===== src/rtl/bdec_pkg.sv =====
package bdec_pkg;

  localparam int TIME_BITS_DEF  = 32;
  localparam int COUNT_BITS_DEF = 32;
  localparam int CFG_DATA_W     = 32;
  localparam int CFG_INDEX_W    = 2;
  localparam int FLAG_W         = 5;

  typedef enum logic [CFG_INDEX_W-1:0] {
    REG_DEBOUNCE = 2'd0,
    REG_MODE     = 2'd1,
    REG_POLARITY = 2'd2
  } reg_index_t;

  typedef enum logic [1:0] {
    CNT_BOTH    = 2'd0,
    CNT_PRESS   = 2'd1,
    CNT_RELEASE = 2'd2
  } count_mode_t;

  typedef enum logic {
    OP_SAMPLE = 1'b0,
    OP_CLEAR  = 1'b1
  } op_t;

  localparam logic [1:0] MODE_RESET     = CNT_PRESS;
  localparam logic       POLARITY_RESET = 1'b1;
  // released level for the reset polarity (active low -> high is released)
  localparam logic       LEVEL_RESET    = 1'b1;

  typedef struct packed {
    logic [CFG_DATA_W-1:0] debounce_ms;
    logic [1:0]            count_mode;
    logic                  active_low;
  } cfg_t;

  // steady_level sits in the lowest bit
  typedef struct packed {
    logic changed;
    logic released;
    logic pressed;
    logic is_on;
    logic steady_level;
  } flags_t;

endpackage


===== src/rtl/bdec_cfg.sv =====
module bdec_cfg (
  input  logic                               clk,
  input  logic                               rst_n,
  input  logic                               cfg_we,
  input  logic [bdec_pkg::CFG_INDEX_W-1:0]   cfg_index,
  input  logic [bdec_pkg::CFG_DATA_W-1:0]    cfg_wdata,
  output bdec_pkg::cfg_t                     cfg
);

  bdec_pkg::cfg_t cfg_r;
  bdec_pkg::cfg_t cfg_nxt;

  always_comb begin
    cfg_nxt = cfg_r;
    if (cfg_we) begin
      unique case (cfg_index)
        bdec_pkg::REG_DEBOUNCE: cfg_nxt.debounce_ms = cfg_wdata;
        bdec_pkg::REG_MODE:     cfg_nxt.count_mode  = cfg_wdata[1:0];
        bdec_pkg::REG_POLARITY: cfg_nxt.active_low  = cfg_wdata[0];
        default:                cfg_nxt = cfg_r;
      endcase
    end
  end

  always_ff @(posedge clk) begin
    if (!rst_n) begin
      cfg_r.debounce_ms <= '0;
      cfg_r.count_mode  <= bdec_pkg::MODE_RESET;
      cfg_r.active_low  <= bdec_pkg::POLARITY_RESET;
    end else begin
      cfg_r <= cfg_nxt;
    end
  end

  assign cfg = cfg_r;

endmodule


===== src/rtl/bdec_core.sv =====
module bdec_core #(
  parameter int TIME_BITS  = bdec_pkg::TIME_BITS_DEF,
  parameter int COUNT_BITS = bdec_pkg::COUNT_BITS_DEF
) (
  input  logic                  clk,
  input  logic                  rst_n,
  input  logic                  step,
  input  logic                  op,
  input  logic                  pin_level,
  input  logic [TIME_BITS-1:0]  now_ms,
  input  bdec_pkg::cfg_t        cfg,
  output bdec_pkg::flags_t      flags,
  output logic [COUNT_BITS-1:0] edge_count
);

  localparam int CMP_BITS = (TIME_BITS > bdec_pkg::CFG_DATA_W) ?
                            TIME_BITS : bdec_pkg::CFG_DATA_W;

  logic                  raw_last_r,    raw_last_nxt;
  logic [TIME_BITS-1:0]  change_time_r, change_time_nxt;
  logic                  steady_r,      steady_nxt;
  logic [COUNT_BITS-1:0] edge_total_r,  edge_total_nxt;

  logic                 on_level;
  logic [TIME_BITS-1:0] elapsed;
  logic                 held;
  logic                 chg;
  logic                 prs;
  logic                 rel;
  logic                 cnt;

  always_comb begin
    on_level        = ~cfg.active_low;
    raw_last_nxt    = raw_last_r;
    change_time_nxt = change_time_r;
    steady_nxt      = steady_r;
    edge_total_nxt  = edge_total_r;
    elapsed         = '0;
    held            = 1'b0;
    chg             = 1'b0;
    prs             = 1'b0;
    rel             = 1'b0;
    cnt             = 1'b0;
    if (op == bdec_pkg::OP_CLEAR) begin
      edge_total_nxt = '0;
    end else begin
      if (pin_level != raw_last_r) begin
        change_time_nxt = now_ms;
        raw_last_nxt    = pin_level;
      end
      elapsed = now_ms - change_time_nxt;
      held    = CMP_BITS'(elapsed) >= CMP_BITS'(cfg.debounce_ms);
      if (held) begin
        steady_nxt = pin_level;
        chg        = steady_r != pin_level;
        prs        = chg && (pin_level == on_level);
        rel        = chg && (pin_level != on_level);
        unique case (cfg.count_mode)
          bdec_pkg::CNT_BOTH:    cnt = chg;
          bdec_pkg::CNT_PRESS:   cnt = prs;
          bdec_pkg::CNT_RELEASE: cnt = rel;
          default:               cnt = 1'b0;
        endcase
        if (cnt) begin
          edge_total_nxt = edge_total_r + COUNT_BITS'(1);
        end
      end
    end
    flags.steady_level = steady_nxt;
    flags.is_on        = steady_nxt == on_level;
    flags.pressed      = prs;
    flags.released     = rel;
    flags.changed      = chg;
    edge_count         = edge_total_nxt;
  end

  always_ff @(posedge clk) begin
    if (!rst_n) begin
      raw_last_r    <= bdec_pkg::LEVEL_RESET;
      change_time_r <= '0;
      steady_r      <= bdec_pkg::LEVEL_RESET;
      edge_total_r  <= '0;
    end else if (step) begin
      raw_last_r    <= raw_last_nxt;
      change_time_r <= change_time_nxt;
      steady_r      <= steady_nxt;
      edge_total_r  <= edge_total_nxt;
    end
  end

endmodule


===== src/rtl/button_debounce_edge_counter_unit.sv =====
// Button debouncer with steady-edge counter.
// Input stream: in_tuser is the op (0 sample, 1 clear count); in_tdata holds
// the raw pin level and the millisecond timestamp. Each request yields exactly
// one result on the output stream: steady level, is_on, pressed, released,
// changed flags and the running edge count.
// A request is captured in an input register, evaluated against the debounce
// state by one subtract-and-compare pass and written to the output register,
// which drives out_tvalid; one request per cycle is sustained as long as
// the receiver takes results.
// When out_tready is low, the output register holds its result and the input
// register holds one more request; in_tready drops only when both are full.
// Synchronous reset (rst_n low) empties both registers, restores the
// registers to debounce 0 ms, press counting, active-low polarity, and sets
// raw and steady levels to the released level with timer and count at zero.
// Configuration writes take effect at once and are meant for idle periods.
module button_debounce_edge_counter_unit #(
  parameter int TIME_BITS  = bdec_pkg::TIME_BITS_DEF,
  parameter int COUNT_BITS = bdec_pkg::COUNT_BITS_DEF
) (
  input  logic                                  clk,
  input  logic                                  rst_n,
  input  logic                                  in_tvalid,
  output logic                                  in_tready,
  // pin_level, now_ms, zero pad
  input  logic [((1+TIME_BITS+7)/8)*8-1:0]      in_tdata,
  // op
  input  logic                                  in_tuser,
  output logic                                  out_tvalid,
  input  logic                                  out_tready,
  // steady_level, is_on, pressed, released, changed, edge_count, zero pad
  output logic [((bdec_pkg::FLAG_W+COUNT_BITS+7)/8)*8-1:0] out_tdata,
  input  logic                                  cfg_we,
  input  logic [bdec_pkg::CFG_INDEX_W-1:0]      cfg_index,
  input  logic [bdec_pkg::CFG_DATA_W-1:0]       cfg_wdata
);

  localparam int OUT_W = ((bdec_pkg::FLAG_W + COUNT_BITS + 7) / 8) * 8;

  bdec_pkg::cfg_t cfg;

  logic                  in_vld_r;
  logic                  op_r;
  logic                  pin_r;
  logic [TIME_BITS-1:0]  now_r;
  logic                  out_vld_r;
  bdec_pkg::flags_t      flags_r;
  logic [COUNT_BITS-1:0] count_r;

  logic                  step;
  bdec_pkg::flags_t      flags;
  logic [COUNT_BITS-1:0] edge_count;

  assign step      = in_vld_r && (!out_vld_r || out_tready);
  assign in_tready = !in_vld_r || step;

  bdec_cfg u_cfg (
    .clk       (clk),
    .rst_n     (rst_n),
    .cfg_we    (cfg_we),
    .cfg_index (cfg_index),
    .cfg_wdata (cfg_wdata),
    .cfg       (cfg)
  );

  bdec_core #(
    .TIME_BITS  (TIME_BITS),
    .COUNT_BITS (COUNT_BITS)
  ) u_core (
    .clk        (clk),
    .rst_n      (rst_n),
    .step       (step),
    .op         (op_r),
    .pin_level  (pin_r),
    .now_ms     (now_r),
    .cfg        (cfg),
    .flags      (flags),
    .edge_count (edge_count)
  );

  always_ff @(posedge clk) begin
    if (!rst_n) begin
      in_vld_r <= 1'b0;
    end else if (in_tready) begin
      in_vld_r <= in_tvalid;
    end
  end

  always_ff @(posedge clk) begin
    if (in_tready && in_tvalid) begin
      op_r  <= in_tuser;
      pin_r <= in_tdata[0];
      now_r <= in_tdata[TIME_BITS:1];
    end
  end

  always_ff @(posedge clk) begin
    if (!rst_n) begin
      out_vld_r <= 1'b0;
    end else if (step) begin
      out_vld_r <= 1'b1;
    end else if (out_tready) begin
      out_vld_r <= 1'b0;
    end
  end

  always_ff @(posedge clk) begin
    if (step) begin
      flags_r <= flags;
      count_r <= edge_count;
    end
  end

  assign out_tvalid = out_vld_r;
  assign out_tdata  = OUT_W'({count_r, flags_r});

endmodule

===== config.mk =====
export PLATFORM = sky130hd
export DESIGN_NAME = button_debounce_edge_counter_unit
export DESIGN_NICKNAME = d
export VERILOG_FILES = /design/src/rtl/bdec_pkg.sv /design/src/rtl/bdec_cfg.sv /design/src/rtl/bdec_core.sv /design/src/rtl/button_debounce_edge_counter_unit.sv
export SDC_FILE = /design/constraint.sdc
export NUM_CORES = 1
export LEC_CHECK = 0
export ABC_AREA = 1
export ABC_CLOCK_PERIOD_IN_PS = 6210
export BUFFER_PORTS_ARGS = -buffer_cell sky130_fd_sc_hd__buf_2
export CAP_MARGIN = 20
export CORE_UTILIZATION = 55
export CTS_CLUSTER_DIAMETER = 100
export DETAILED_ROUTE_END_ITERATION = 8
export PLACE_DENSITY_LB_ADDON = 0.05
export SLEW_MARGIN = 20
export SYNTH_ARGS = -nofsm -noshare
export SYNTH_HDL_FRONTEND = slang
export SYNTH_SLANG_ARGS = --single-unit

===== constraint.sdc =====
create_clock -name clk -period 6.21 [get_ports clk]
set_clock_uncertainty 0.05 [all_clocks]
set_input_delay 0 -clock clk [delete_from_list [all_inputs] [get_ports clk]]
set_output_delay 0 -clock clk [all_outputs]
set_load 0.01 [all_outputs]

-- After elaboration in Yosys (flattened, before gate mapping)
Index checks and enable logic that the tools add are counted.
- $add $sub $neg: 2
- magnitude comparators: 1
- equal/unequal tests: 9
- mux-type cells: 12
- bitwise logic cells: 3
- reductions and logical operators: 17
- operators by type and width (cell ; count):
    two-way mux 32 bit ; 5
    adder 32 x 1 -> 32 bit, second input constant ; 1
    greater-or-equal comparator 32 bit ; 1
    subtractor 32 bit ; 1
    AND reduction 2 bit ; 4
    two-way mux 1 bit ; 6
    == test 2 x 1 -> 1 bit, second input constant ; 2
    == test 2 bit, second input constant ; 2
    logical AND 1 bit ; 4
    logical NOT 2 bit ; 2
    != test 1 bit ; 3
    NOT 1 bit ; 3
    case mux 1 bit (3 select lines) ; 1
    AND reduction 3 bit ; 1
    == test 1 bit ; 2
    logical NOT 1 bit ; 2
    logical OR 1 bit ; 2
    nonzero test 2 bit ; 1
    OR reduction 2 bit ; 1
- register bits after elaboration: 174
- input bits: 80
- output and inout bits: 42
- logic and storage cells: 62

-- Longest topological paths before layout
Gate-level depths: netlist of run 1.
- depth in word-level cells: 10
- mapped depth: 33
- mapped depth without buffers: 31

-- By module
From an unflattened synthesis of run 1, not the netlist that was laid out.
- cells, all modules: 1714
- area, all modules: 11649.9 um2
- modules (own cells, without submodules) (module ; times used ; cells an instance ; area an instance (um2) ; seq. area each (um2)):
    bdec_core ; 1 ; 1397 ; 7802.5 ; 1321.3
    button_debounce_edge_counter_unit ; 1 ; 88 ; 2253.4 ; 2172.1
    bdec_cfg ; 1 ; 229 ; 1594.0 ; 700.7

-- Worst setup path after synthesis of run 1
Ideal clock, no wire load.
- path kind: flip-flop to flip-flop
- from: reg pin_r
- to: reg count_r[0], data pin
- library setup time: 0.252 ns
- arrival: 4.121 ns
- data required time: 5.908 ns
- setup slack: 1.786 ns
- stages on the path, launching flop included: 28
- buffers on the path: 3
- period minus slack after synthesis: 4.424 ns
- path through: edfxtp_1 -> buf_6 -> inv_4 -> nand2_1 -> nand2_1 -> buf_2 -> mux2i_1 -> ha_1 -> a21oi_1 -> nor2_1 -> nor2_1 -> a21boi_0 -> nor2_1 -> a211oi_1 -> nand2_1 -> nand2_1 -> nand2_1 -> ha_1 -> nand2_1 -> nor2_1 -> nand4_1 -> nor4_1 -> nand2_1 -> nand2_1 -> buf_2 -> nand2_1 -> nand3_1 -> inv_1
- cells in the longest elaborated chain, start to end: 8
- elaborated cells on any way between the ends: 16
- those cells by class: add/sub: 1; order compare: 1; eq/ne: 4; mux: 8; reduce/logical: 2
- ends and longest elaborated chain (what ; RTL line ; text):
    start, declared ; button_debounce_edge_counter_unit.sv:43 ; logic pin_r;
    start signal, assigned ; button_debounce_edge_counter_unit.sv:91 ; pin_r <= in_tdata[0];
    branches (longest 6 deep; another with subtractor 32 bit) ; n/a ;
    two-way mux 32 bit (*) ; bdec_core.sv:53 ; if (held) begin
    two-way mux 32 bit (*) ; bdec_core.sv:44 ; if (op == bdec_pkg::OP_CLEAR) begin
    named net edge_count[0] ; button_debounce_edge_counter_unit.sv:51 ; logic [COUNT_BITS-1:0] edge_count;
    end signal, assigned ; button_debounce_edge_counter_unit.sv:109 ; count_r <= edge_count;
    end, declared ; button_debounce_edge_counter_unit.sv:47 ; logic [COUNT_BITS-1:0] count_r;
Mark *: on every way through the listed nets, which the timed path passes. The select of a mux whose other input is x is not followed.
A chain may end at the register's enable or synchronous reset.

-- Final worst setup path of run 1
- from: reg pin_r
- to: reg count_r[1], data pin
The elaborated chain is that of the path after synthesis.

==> impl_metrics.sql, run 1 <==
INSERT INTO impl_metrics (metric_group, metric, value, unit) VALUES
('floorplanning', 'die_area', '0.0203', 'mm^2'),
('critical_path', 'critical_path_required', '6.35', 'ns'),
('floorplanning', 'num_io_pins', '122', ''),
('synthesis', 'cell_area_after_synthesis', '0.0109', 'mm^2'),
('floorplanning', 'die_width', '142', 'um'),
('cells_and_area', 'synthToLayoutAreaGrowth', '19.3', '%'),
('route', 'detailedRoute.firstIterationViolations', '494', ''),
('power', 'fraction_of_power_consumed_by_combinational_cells', '0.304', ''),
('synthesis', 'netlist-cell-type-count', '43', ''),
('cells_and_area', 'final_common_cell', 'sky130_fd_sc_hd__nand2_1', ''),
('sta', 'final_min_period_over_clock_period', '0.900', ''),
('clock_network', 'ctsHoldBuffers', '77', ''),
('cells_and_area', 'fillCellCount', '1743', ''),
('global_routing', 'track_usage', '0.278', ''),
('power', 'swShare', '0.339', ''),
('synthesis', 'yosys.area.top_type_share', '0.196', ''),
('status', 'outcome', 'complete, no violations', ''),
('clock_network', 'cts_tree', 'yes', ''),
('min_path', 'worstHoldPathType', 'in -> reg', ''),
('synthesis', 'post_synth_inst_count', '1501', ''),
('cells_and_area', 'finalNetCount', '1804', ''),
('critical_path', 'crit_arrival', '5.73', 'ns'),
('floorplanning', 'dieHeight', '142', 'um'),
('synthesis', 'synth_sequential_area_ratio', '0.387', ''),
('cells_and_area', 'num_antenna_cells', '0', ''),
('clock_network', 'longest_clk_path_bufs', '2', ''),
('sta', 'worst-slew-pin-transition', '0.933', 'ns'),
('route', 'drcViolationCount', '0', ''),
('power', 'vdd_drop_max', '0.185', 'mV'),
('global_routing', 'grt_first_pass_wirelength', '44100', 'um'),
('cells_and_area', 'drive_above_1_share', '0.111', ''),
('cells_and_area', 'most-common-layout-cells', 'sky130_fd_sc_hd__nand2_1 (350), sky130_fd_sc_hd__inv_1 (209), sky130_fd_sc_hd__a21oi_1 (144), sky130_fd_sc_hd__o21ai_0 (138)', ''),
('clock_network', 'clock_tree.root_cell', 'sky130_fd_sc_hd__clkbuf_16', ''),
('place', 'port_buffers', '111', ''),
('power', 'p_per_area', '269', 'mW/mm^2'),
('job', 'max_cap_violations', '0', ''),
('sta', 'fmax', '179', 'MHz'),
('floorplanning', 'floorplan.initialDensity', '0.559', ''),
('route', 'post_drt_wl_per_cell', '14.0', 'um'),
('route', 'drt-total-wl', '27200', 'um'),
('floorplanning', 'std_cell_rows', '51', ''),
('power', 'p_clk_frac', '0.310', ''),
('floorplanning', 'core_area', '0.0194', 'mm^2'),
('route', 'detailroute.via_count', '10064', ''),
('route', 'drt-vias-per-instance', '5.18', ''),
('clock_network', 'postCtsSetupBuffers', '0', ''),
('sta', 'final-setup-viol-count', '0', ''),
('sta', 'rsz0062_at_grt', 'no', ''),
('global_routing', 'grt.overflow.total', '0', ''),
('synthesis', 'synth_area_leaders', 'sky130_fd_sc_hd__edfxtp_1 (20%), sky130_fd_sc_hd__dfxtp_1 (19%), sky130_fd_sc_hd__nand2_1 (12%)', ''),
('synthesis', 'ys_dominant_reg_cell', 'sky130_fd_sc_hd__dfxtp_1', ''),
('power', 'leakage', '6.01', 'nW'),
('clock_network', 'post_cts_resize_count', '0', ''),
('critical_path', 'setup.worst_path.end_class', 'flip-flop', ''),
('sta', 'finalSetupTns', '0', 'ns'),
('synthesis', 'synth_edf_count', '71', ''),
('sta', 'worst_slew_margin_relative_to_its_limit', '0.378', ''),
('clock_network', 'htree_num_levels', '4', ''),
('synthesis', 'synthesis.area_per_instance', '7.23', 'um^2'),
('route', 'antenna_left', '0', ''),
('global_routing', 'grt_pass1_vias', '9470', ''),
('global_routing', 'antenna_found_initial', '0', ''),
('power', 'p_sw', '1.18', 'mW'),
('synthesis', 'ys_async_sr_fraction', '0', ''),
('place', 'dp.final_hpwl', '19000', 'um'),
('synthesis', 'ys.warnings.count', '0', ''),
('power', 'seq_power_share', '0.386', ''),
('sta', 'final-max-slew-violation-count', '0', ''),
('critical_path', 'critPathLaunchType', 'flip-flop', ''),
('clock_network', 'cts_buffers', '17', ''),
('sta', 'hold_ws', '0.123', 'ns');
## sequential cells by signal, indices dropped and copies added (netlist names), 5 cells and up
signal,cells
now_r,32
count_r,32
u_core.edge_total_r,32
out_tdata,5
u_cfg.cfg,35
u_core.change_time_r,32
## cells in the mapped netlist, drive strengths merged (2+ instances only)
cell	instances
nor4	2
nor3	22
mux2i	24
inv	215
buf	19
dfxtp	103
a211oi	3
edfxtp	71
xor2	31
nor2	111
o21ai	148
a21oi	144
nand3	115
o21bai	6
xnor2	3
o211ai	3
clkinv	2
nand3b	2
ha	59
a21boi	4
nand4	8
nand2	365
clkbuf	37
## worst paths after layout
path	to	slack, ns	cells past startpoint	startpoint
worst max-delay path	count_r[1]	0.62	26	pin_r
worst min-delay path	u_cfg.cfg[1]	0.12	2	rst_n
worst max register to register	count_r[1]	0.62	26	pin_r
worst min register to register	u_cfg.cfg[22]	0.42	2	u_cfg.cfg[22]
## final cells by class
| cell class | instances | area, um^2 | area share |
|---|---|---|---|
| multi-input cells | 1056 | 5590 | 0.432 |
| repair buffers | 199 | 1430 | 0.111 |
| clock inverters | 10 | 101 | 0.00783 |
| clock buffers | 22 | 485 | 0.0375 |
| inverters | 217 | 817 | 0.0631 |
| flip-flops and latches | 174 | 4190 | 0.324 |
| well taps | 265 | 332 | 0.0256 |
## worst max-delay path: stages, from the launching register on
cell and delay, ns:
sky130_fd_sc_hd__edfxtp_1 0.57, sky130_fd_sc_hd__inv_4 0.14, sky130_fd_sc_hd__nand2_1 0.07, sky130_fd_sc_hd__nand2_1 0.49, sky130_fd_sc_hd__buf_4 0.27, sky130_fd_sc_hd__mux2i_1 0.23, sky130_fd_sc_hd__ha_1 0.35, sky130_fd_sc_hd__nand2_1 0.14
sky130_fd_sc_hd__nor2_1 0.06, sky130_fd_sc_hd__nor2_1 0.12, sky130_fd_sc_hd__a21boi_0 0.38, sky130_fd_sc_hd__nor2_1 0.08, sky130_fd_sc_hd__a211oi_1 0.23, sky130_fd_sc_hd__nand2_1 0.08, sky130_fd_sc_hd__nand2_1 0.06, sky130_fd_sc_hd__nand2_1 0.06
sky130_fd_sc_hd__ha_1 0.29, sky130_fd_sc_hd__nand2_1 0.07, sky130_fd_sc_hd__nor2_1 0.14, sky130_fd_sc_hd__nand4_1 0.12, sky130_fd_sc_hd__nor4_1 0.19, sky130_fd_sc_hd__nand2_1 0.12, sky130_fd_sc_hd__nand2_1 0.46, sky130_fd_sc_hd__buf_4 0.31
sky130_fd_sc_hd__nand2_1 0.07, sky130_fd_sc_hd__nand3_1 0.14, sky130_fd_sc_hd__inv_1 0.05
## per-stage QoR
step	setup slack [ns]	instance area (um^2)	instances	util	power, mW
6_report	0.620	12900	1943	0.668	3.49
5_1_grt	0.135	12900	1943	0.668	3.71
4_1_cts	0.619	12900	1943	0.668	3.51
3_5_place_dp	0.657	11600	1834	0.598	2.39
3_3_place_gp	0.721	11600	1833	0.596	2.36
2_1_floorplan	1.79	10900	1503	-	2.13
## kinds of logic after synthesis
family	after synthesis	share of synthesized area
muxes	24	0.0221
adders and majority gates	59	0.0680
other	1	0.000346
and+or+nand+nor	625	0.247
buffers and inverters	273	0.0997
DFF	174	0.387
AOI/OAI and AO/OA	311	0.148
xor gates and xnor gates	34	0.0281
## power by group through the flow
stage	sequential, mW	clock [mW]	combinational, mW
after floorplan	1.37	0	0.763
after CTS	1.35	1.10	1.06
final	1.35	1.08	1.06
after global placement	1.37	0	0.994
after detailed placement	1.37	0	1.02
after global routing	1.36	1.14	1.22
## metal layers
metal  track usage  vias up  part of all wire
li1              -     5249                 -
met1         0.314     4527              0.43
met2         0.503      215              0.50
met3        0.0538       73             0.031
met4         0.126        0             0.035
met5             0        -                 0
Power figures use the tool's default switching activity.
==> run 2: changes to the inputs <==
--- a/config.mk
+++ b/config.mk
@@ -13,6 +13,7 @@
 export CTS_CLUSTER_DIAMETER = 100
 export DETAILED_ROUTE_END_ITERATION = 8
 export PLACE_DENSITY_LB_ADDON = 0.05
+export RECOVER_POWER = 25
 export SLEW_MARGIN = 20
 export SYNTH_ARGS = -nofsm -noshare
 export SYNTH_HDL_FRONTEND = slang
==> run 2 against run 1 <==
First-iteration DRC count down 4.7%. Combinational power hardly changed. Non-clock buffer count is the same. Largest cell class unchanged. Count of clock-buffer cells in the layout did not move. The flow now finishes with violations (capacitance limit, slew limit). Total power hardly changed. Sequential share of layout area rose by 0.12 points. Setup slack got worse by 0.018 ns. Sequential power is essentially flat. Fmax down 0.33%. Utilization fell by 0.25 points. Global-route usage unchanged.
==> impl_metrics.sql, run 2 (same netlist as run 1, synthesis figures left out) <==
INSERT INTO impl_metrics (metric_group, metric, value, unit) VALUES
('status', 'outcome', 'finished with violations', ''),
('status', 'violations', 'capacitance limit, slew limit', ''),
('clock_network', 'post_cts_resize_count', '0', ''),
('route', 'drt-total-wl', '27200', 'um'),
('place', 'globalplace.congestion', '0.952', ''),
('clock_network', 'cts.sinks', '174', ''),
('clock_network', 'cts_buffers', '17', ''),
('place', 'dpl_cell_area', '0.0116', 'mm^2'),
('critical_path', 'critPathLaunchType', 'flip-flop', ''),
('place', 'dp.final_hpwl', '19000', 'um'),
('floorplanning', 'floorplan.initialDensity', '0.559', ''),
('sta', 'timing.final.crit_period', '5.61', 'ns'),
('global_routing', 'use_met1', '0.314', ''),
('global_routing', 'largest_net_degree_at_the_start_of_global_routing', '100', ''),
('clock_network', 'clock_latency', '0.44', 'ns'),
('sta', 'finalSetupTns', '0', 'ns'),
('place', 'port_buffers', '111', ''),
('cells_and_area', 'drive_above_1_share', '0.0894', ''),
('cells_and_area', 'num_antenna_cells', '0', ''),
('critical_path', 'setup.worst_path.end_class', 'flip-flop', ''),
('floorplanning', 'dieHeight', '142', 'um'),
('global_routing', 'track_usage', '0.278', ''),
('route', 'first_pass_iters', '5', ''),
('min_path', 'worstHoldPathType', 'in -> reg', ''),
('power', 'fraction_of_power_consumed_by_combinational_cells', '0.303', ''),
('sta', 'final-setup-viol-count', '0', ''),
('floorplanning', 'die_area', '0.0203', 'mm^2'),
('clock_network', 'cts_tree', 'yes', ''),
('route', 'antenna_left', '0', ''),
('critical_path', 'critPathLaunch', 'pin_r', ''),
('floorplanning', 'std_cell_rows', '51', ''),
('floorplanning', 'core_area', '0.0194', 'mm^2'),
('cells_and_area', 'largest_register_ffs', '35', ''),
('critical_path', 'critical_path.reg2reg.startpoint', 'pin_r', ''),
('power', 'p_clk_frac', '0.310', ''),
('global_routing', 'grt.overflow.total', '0', ''),
('cells_and_area', 'final_common_cell', 'sky130_fd_sc_hd__nand2_1', ''),
('power', 'seq_power_share', '0.387', ''),
('power', 'p_per_area', '270', 'mW/mm^2'),
('global_routing', 'grt.met3_usage', '0.0538', ''),
('clock_network', 'clock_tree.root_cell', 'sky130_fd_sc_hd__clkbuf_16', ''),
('sta', 'timing_hold_violations_final', '0', ''),
('cells_and_area', 'most-common-layout-cells', 'sky130_fd_sc_hd__nand2_1 (350), sky130_fd_sc_hd__inv_1 (209), sky130_fd_sc_hd__a21oi_1 (144), sky130_fd_sc_hd__o21ai_0 (138), sky130_fd_sc_hd__nand3_1 (110)', ''),
('route', 'drcViolationCount', '0', ''),
('sta', 'rsz0062_at_grt', 'no', ''),
('route', 'drt-vias-per-instance', '5.17', ''),
('sta', 'worst_slew_margin_relative_to_its_limit', '-1.54', ''),
('sta', 'fmax', '178', 'MHz'),
('critical_path', 'critical_path_required', '6.35', 'ns'),
('route', 'detailedRoute.firstIterationViolations', '471', ''),
('cells_and_area', 'finalNetCount', '1804', ''),
('sta', 'worst-slew-pin-transition', '3.81', 'ns'),
('global_routing', 'top_usage_layer', 'met2', ''),
('power', 'swShare', '0.340', ''),
('critical_path', 'crit_arrival', '5.75', 'ns'),
('job', 'max_cap_violations', '1', ''),
('cells_and_area', 'synthToLayoutAreaGrowth', '18.9', '%'),
('global_routing', 'grt_first_pass_wirelength', '44100', 'um'),
('global_routing', 'antenna_found_initial', '0', ''),
('route', 'detailroute.via_count', '10047', ''),
('critical_path', 'critical_path_class', 'reg -> reg', ''),
('global_routing', 'met2_usage', '0.503', ''),
('floorplanning', 'die_width', '142', 'um'),
('power', 'p_int', '2.30', 'mW'),
('floorplanning', 'num_io_pins', '122', ''),
('global_routing', 'grt_pass1_vias', '9470', ''),
('power', 'p_sw', '1.19', 'mW'),
('power', 'vdd_drop_max', '0.187', 'mV'),
('clock_network', 'htree_num_levels', '4', ''),
('route', 'post_drt_wl_per_cell', '14.0', 'um'),
('sta', 'final-max-slew-violation-count', '100', ''),
('clock_network', 'cts.reportedPaths.clkPinSlew', '0.07', 'ns'),
('sta', 'final_min_period_over_clock_period', '0.903', ''),
('power', 'leakage', '5.90', 'nW'),
('cells_and_area', 'design_area', '0.0129', 'mm^2'),
('clock_network', 'longest_clk_path_bufs', '2', ''),
('critical_path', 'worst-path-max-fanout', '14', ''),
('min_path', 'hold_path_startpoint', 'in_tdata[10]', '');
[run 2: cell types whose count changed in the layout (fill, tap and decap cells not counted), sizes merged]
cell / previous run / this run
clkbuf: 22 / 59
buf: 122 / 85
[run 2: per-stage QoR]
step / total power [mW] / hold slack [ns] / utilization / std cells / worst slack, ns
2_1_floorplan: 2.13 / 0.0489 / - / 1503 / 1.79
3_3_place_gp: 2.36 / 0.126 / 0.596 / 1833 / 0.721
3_5_place_dp: 2.39 / 0.128 / 0.598 / 1834 / 0.657
4_1_cts: 3.51 / 0.159 / 0.668 / 1943 / 0.619
5_1_grt: 3.71 / 0.197 / 0.665 / 1943 / 0.135
6_report: 3.48 / 0.211 / 0.665 / 1943 / 0.602
[run 2: routing by layer]
layer	share of wire	vias up
met1	0.44	4536
li1	-	5248
met4	0.036	0
met3	0.029	73
met2	0.50	190
met5	0	-
[run 2: layout make-up]
type,count,area (um^2)
clock inverter,10,101
clock buffer,22,485
multi-input combinational,1056,5590
sequential,174,4190
timing repair buffer,199,1380
inverter,217,817
fill,1754,6500
tap,265,332
[run 2: worst paths after layout]
path         cells past startpoint  slack (ns)            end
min                              2        0.21       now_r[9]
min reg2reg                      2        0.42  u_cfg.cfg[22]
max                             26        0.60     count_r[1]
max reg2reg                     26        0.60     count_r[1]
[run 2: what timing repair did]
item                      in CTS  in global routing
buffers inserted               0                  0
hold endpoints to repair      71                  0
hold buffers                  77                  0
[run 2: power by group through the flow]
| stage | clock network [mW] | registers, mW | logic (mW) |
|---|---|---|---|
| 6_report | 1.08 | 1.35 | 1.06 |
| 5_1_grt | 1.14 | 1.36 | 1.21 |
| 4_1_cts | 1.10 | 1.35 | 1.06 |
| 3_5_place_dp | 0 | 1.37 | 1.02 |
| 3_3_place_gp | 0 | 1.37 | 0.994 |
| 2_1_floorplan | 0 | 1.37 | 0.763 |
[run 2: worst max-delay path, stage by stage, from the launching register on]
cell,delay [ns]
sky130_fd_sc_hd__edfxtp_1,0.57
sky130_fd_sc_hd__inv_4,0.14
sky130_fd_sc_hd__nand2_1,0.07
sky130_fd_sc_hd__nand2_1,0.48
sky130_fd_sc_hd__buf_4,0.27
sky130_fd_sc_hd__mux2i_1,0.23
sky130_fd_sc_hd__ha_1,0.35
sky130_fd_sc_hd__nand2_1,0.14
sky130_fd_sc_hd__nor2_1,0.06
sky130_fd_sc_hd__nor2_1,0.12
sky130_fd_sc_hd__a21boi_0,0.38
sky130_fd_sc_hd__nor2_1,0.08
sky130_fd_sc_hd__a211oi_1,0.23
sky130_fd_sc_hd__nand2_1,0.08
sky130_fd_sc_hd__nand2_1,0.06
sky130_fd_sc_hd__nand2_1,0.06
sky130_fd_sc_hd__ha_1,0.29
sky130_fd_sc_hd__nand2_1,0.07
sky130_fd_sc_hd__nor2_1,0.14
sky130_fd_sc_hd__nand4_1,0.12
sky130_fd_sc_hd__nor4_1,0.19
sky130_fd_sc_hd__nand2_1,0.12
sky130_fd_sc_hd__nand2_1,0.47
sky130_fd_sc_hd__buf_4,0.32
sky130_fd_sc_hd__nand2_1,0.07
sky130_fd_sc_hd__nand3_1,0.14
sky130_fd_sc_hd__inv_1,0.05
==> run 3: changes to the inputs <==
--- a/config.mk
+++ b/config.mk
@@ -9,9 +9,12 @@
 export ABC_CLOCK_PERIOD_IN_PS = 6210
 export BUFFER_PORTS_ARGS = -buffer_cell sky130_fd_sc_hd__buf_2
 export CAP_MARGIN = 20
-export CORE_UTILIZATION = 55
+export CELL_PAD_IN_SITES_DETAIL_PLACEMENT = 1
+export CELL_PAD_IN_SITES_GLOBAL_PLACEMENT = 1
+export CORE_UTILIZATION = 43
 export CTS_CLUSTER_DIAMETER = 100
 export DETAILED_ROUTE_END_ITERATION = 8
+export GPL_ROUTABILITY_DRIVEN = 1
 export PLACE_DENSITY_LB_ADDON = 0.05
 export RECOVER_POWER = 25
 export SLEW_MARGIN = 20
==> run 3 against run 2 <==
The flow now finishes without violations. Die area up 27%. Flip-flop and latch count unchanged. Cell count up 3.2%. Critical path depth down 1. Setup slack worse by 0.041 ns. Register-to-register slack worse by 0.04 ns. Utilization down 13 points. Via count up 3.8%. Sequential share of layout area down 0.29 points. Hold slack worse by 0.16 ns. Total power up 2.4%. Sequential power about the same. Largest power group unchanged.
==> impl_metrics.sql, run 3 (same netlist as run 1, synthesis figures left out) <==
INSERT INTO impl_metrics (metric_group, metric, value, unit) VALUES
('status', 'outcome', 'complete, no violations', ''),
('min_path', 'hold_path_startpoint', 'rst_n', ''),
('place', 'dpl_worst_slack', '0.575', 'ns'),
('clock_network', 'cts.sinks', '174', ''),
('critical_path', 'critPathLaunchType', 'flip-flop', ''),
('clock_network', 'longest_clk_path_bufs', '2', ''),
('route', 'detailedRoute.firstIterationViolations', '434', ''),
('cells_and_area', 'finalNetCount', '1806', ''),
('global_routing', 'largest_net_degree_at_the_start_of_global_routing', '66', ''),
('power', 'vdd_drop_max', '0.130', 'mV'),
('route', 'first_pass_iters', '5', ''),
('sta', 'finalSetupTns', '0', 'ns'),
('cells_and_area', 'final_common_cell', 'sky130_fd_sc_hd__nand2_1', ''),
('critical_path', 'r2r_setup_slack', '0.56', 'ns'),
('floorplanning', 'dieHeight', '161', 'um'),
('critical_path', 'crit_arrival', '5.79', 'ns'),
('job', 'max_cap_violations', '0', ''),
('floorplanning', 'std_cell_rows', '57', ''),
('floorplanning', 'die_area', '0.0259', 'mm^2'),
('route', 'drt-vias-per-instance', '5.20', ''),
('global_routing', 'grt.overflow.total', '0', ''),
('sta', 'worst-slew-pin-transition', '0.788', 'ns'),
('sta', 'timing.final.crit_period', '5.65', 'ns'),
('clock_network', 'cts.reportedPaths.clkPinSlew', '0.07', 'ns'),
('sta', 'hold_ws', '0.0554', 'ns'),
('cells_and_area', 'most-common-layout-cells', 'sky130_fd_sc_hd__nand2_1 (350), sky130_fd_sc_hd__inv_1 (209), sky130_fd_sc_hd__a21oi_1 (144), sky130_fd_sc_hd__o21ai_0 (138), sky130_fd_sc_hd__nand3_1 (110)', ''),
('critical_path', 'worstReg2RegEnd', 'count_r[14]', ''),
('place', 'dp.final_hpwl', '22800', 'um'),
('sta', 'final-max-slew-violation-count', '0', ''),
('cells_and_area', 'fillCellCount', '3230', ''),
('sta', 'rsz0062_at_grt', 'no', ''),
('sta', 'worst_slew_margin_relative_to_its_limit', '0.474', ''),
('critical_path', 'critical_path_required', '6.35', 'ns'),
('cells_and_area', 'drive_above_1_share', '0.0905', ''),
('clock_network', 'clock_tree.root_cell', 'sky130_fd_sc_hd__clkbuf_16', ''),
('cells_and_area', 'design_area', '0.0130', 'mm^2'),
('place', 'globalplace.congestion', '0.903', ''),
('sta', 'final.setup.worst_slack', '0.560', 'ns'),
('place', 'port_buffers', '111', ''),
('critical_path', 'critical_path.reg2reg.startpoint', 'pin_r', ''),
('min_path', 'hold-path-endpoint', 'u_core.edge_total_r[21]', ''),
('place', 'dpl_cell_area', '0.0117', 'mm^2'),
('cells_and_area', 'fin_util', '0.531', ''),
('route', 'detailroute.via_count', '10432', ''),
('clock_network', 'postCtsSetupBuffers', '0', ''),
('clock_network', 'clock_latency', '0.45', 'ns'),
('clock_network', 'cts_tree', 'yes', ''),
('clock_network', 'cts_buffers', '17', ''),
('critical_path', 'worst-path-max-fanout', '14', ''),
('route', 'drt-total-wl', '32400', 'um'),
('global_routing', 'track_usage', '0.257', ''),
('global_routing', 'antenna_found_initial', '2', ''),
('floorplanning', 'core_area', '0.0245', 'mm^2'),
('power', 'leakage', '5.93', 'nW'),
('sta', 'fmax', '177', 'MHz'),
('floorplanning', 'floorplan.initialDensity', '0.442', ''),
('floorplanning', 'num_io_pins', '122', ''),
('sta', 'final-setup-viol-count', '0', ''),
('global_routing', 'grt_first_pass_wirelength', '53200', 'um'),
('route', 'post_drt_wl_per_cell', '16.2', 'um'),
('cells_and_area', 'synthToLayoutAreaGrowth', '20.0', '%'),
('clock_network', 'htree_num_levels', '4', ''),
('cells_and_area', 'largest_register_ffs', '35', ''),
('critical_path', 'critical_path_class', 'reg -> reg', ''),
('sta', 'final_min_period_over_clock_period', '0.910', ''),
('route', 'drcViolationCount', '0', ''),
('min_path', 'worstHoldPathCells', '3', ''),
('sta', 'timing_hold_violations_final', '0', ''),
('min_path', 'worstHoldPathType', 'in -> reg', ''),
('floorplanning', 'die_width', '161', 'um'),
('power', 'p_per_area', '274', 'mW/mm^2'),
('global_routing', 'grt_pass1_vias', '10852', ''),
('critical_path', 'setup.worst_path.end_class', 'flip-flop', ''),
('route', 'antenna_left', '0', ''),
('critical_path', 'rr_worst_depth', '25', '');
-- run 3: changes by cell type in the layout (fill, tap and decap cells not counted), sizes merged --
cell,delta
clkbuf,-4
diode,+2
bufinv,+1
inv,+4
clkinv,+3
clkinvlp,-3
buf,+1
-- run 3: report_power, final --
group	switching, mW	internal, mW
Sequential	0.0551	1.29
Clock	0.513	0.608
Combinational	0.695	0.404
-- run 3: area by class of cell --
cell class,instances,area (um^2),area share
clock inverters,15,176,0.0136
clock buffers,17,425,0.0327
multi-input cells,1056,5590,0.429
flip-flops and latches,174,4190,0.322
repair buffers,201,1400,0.108
diodes,2,5.00,0.000385
well taps,324,405,0.0311
inverters,217,817,0.0628
-- run 3: stage by stage --
step	power, mW	cells
6_report	3.57	2006
5_1_grt	3.80	2006
3_5_place_dp	2.43	1895
3_3_place_gp	2.39	1893
4_1_cts	3.61	2004
2_1_floorplan	2.13	1503
-- run 3: worst max-delay path, stage by stage (launching register included) --
cell and delay, ns:
sky130_fd_sc_hd__edfxtp_1 0.59, sky130_fd_sc_hd__inv_4 0.14, sky130_fd_sc_hd__nand2_1 0.07, sky130_fd_sc_hd__nand2_1 0.46, sky130_fd_sc_hd__buf_4 0.27, sky130_fd_sc_hd__mux2i_1 0.24, sky130_fd_sc_hd__ha_1 0.32, sky130_fd_sc_hd__a21oi_1 0.25
sky130_fd_sc_hd__o21ai_0 0.16, sky130_fd_sc_hd__a21oi_1 0.29, sky130_fd_sc_hd__nor2_1 0.11, sky130_fd_sc_hd__nor4_1 0.27, sky130_fd_sc_hd__nand2_1 0.10, sky130_fd_sc_hd__nand2_1 0.07, sky130_fd_sc_hd__nand2_1 0.06, sky130_fd_sc_hd__ha_1 0.29
sky130_fd_sc_hd__nand2_1 0.07, sky130_fd_sc_hd__nor2_1 0.14, sky130_fd_sc_hd__nand4_1 0.15, sky130_fd_sc_hd__nor4_1 0.19, sky130_fd_sc_hd__nand2_1 0.12, sky130_fd_sc_hd__nand2_1 0.43, sky130_fd_sc_hd__buf_4 0.31, sky130_fd_sc_hd__nand2_1 0.07
sky130_fd_sc_hd__nand3_1 0.12, sky130_fd_sc_hd__inv_1 0.06
-- run 3: layer usage --
layer / global-route usage / vias up / routed length (um)
li1: - / 5250 / -
met5: 0 / - / 0
met4: 0.100 / 0 / 992
met1: 0.295 / 4983 / 13800
met3: 0.0323 / 60 / 718
met2: 0.479 / 139 / 16900
-- run 3: worst max path at each step --
stage,startpoint,to,slack (ns),cells past startpoint
finish,pin_r,count_r[14],0.56,25
global placement,pin_r,count_r[14],0.66,25
floorplan,pin_r,count_r[0],1.79,27
detailed placement,pin_r,count_r[8],0.57,25
global route,pin_r,count_r[14],0.03,25
CTS,pin_r,count_r[14],0.51,25
-- run 3: what timing repair did --
action,CTS,global route
hold buffers,77,0
hold endpoints to repair,71,0
gates resized for setup,0,0
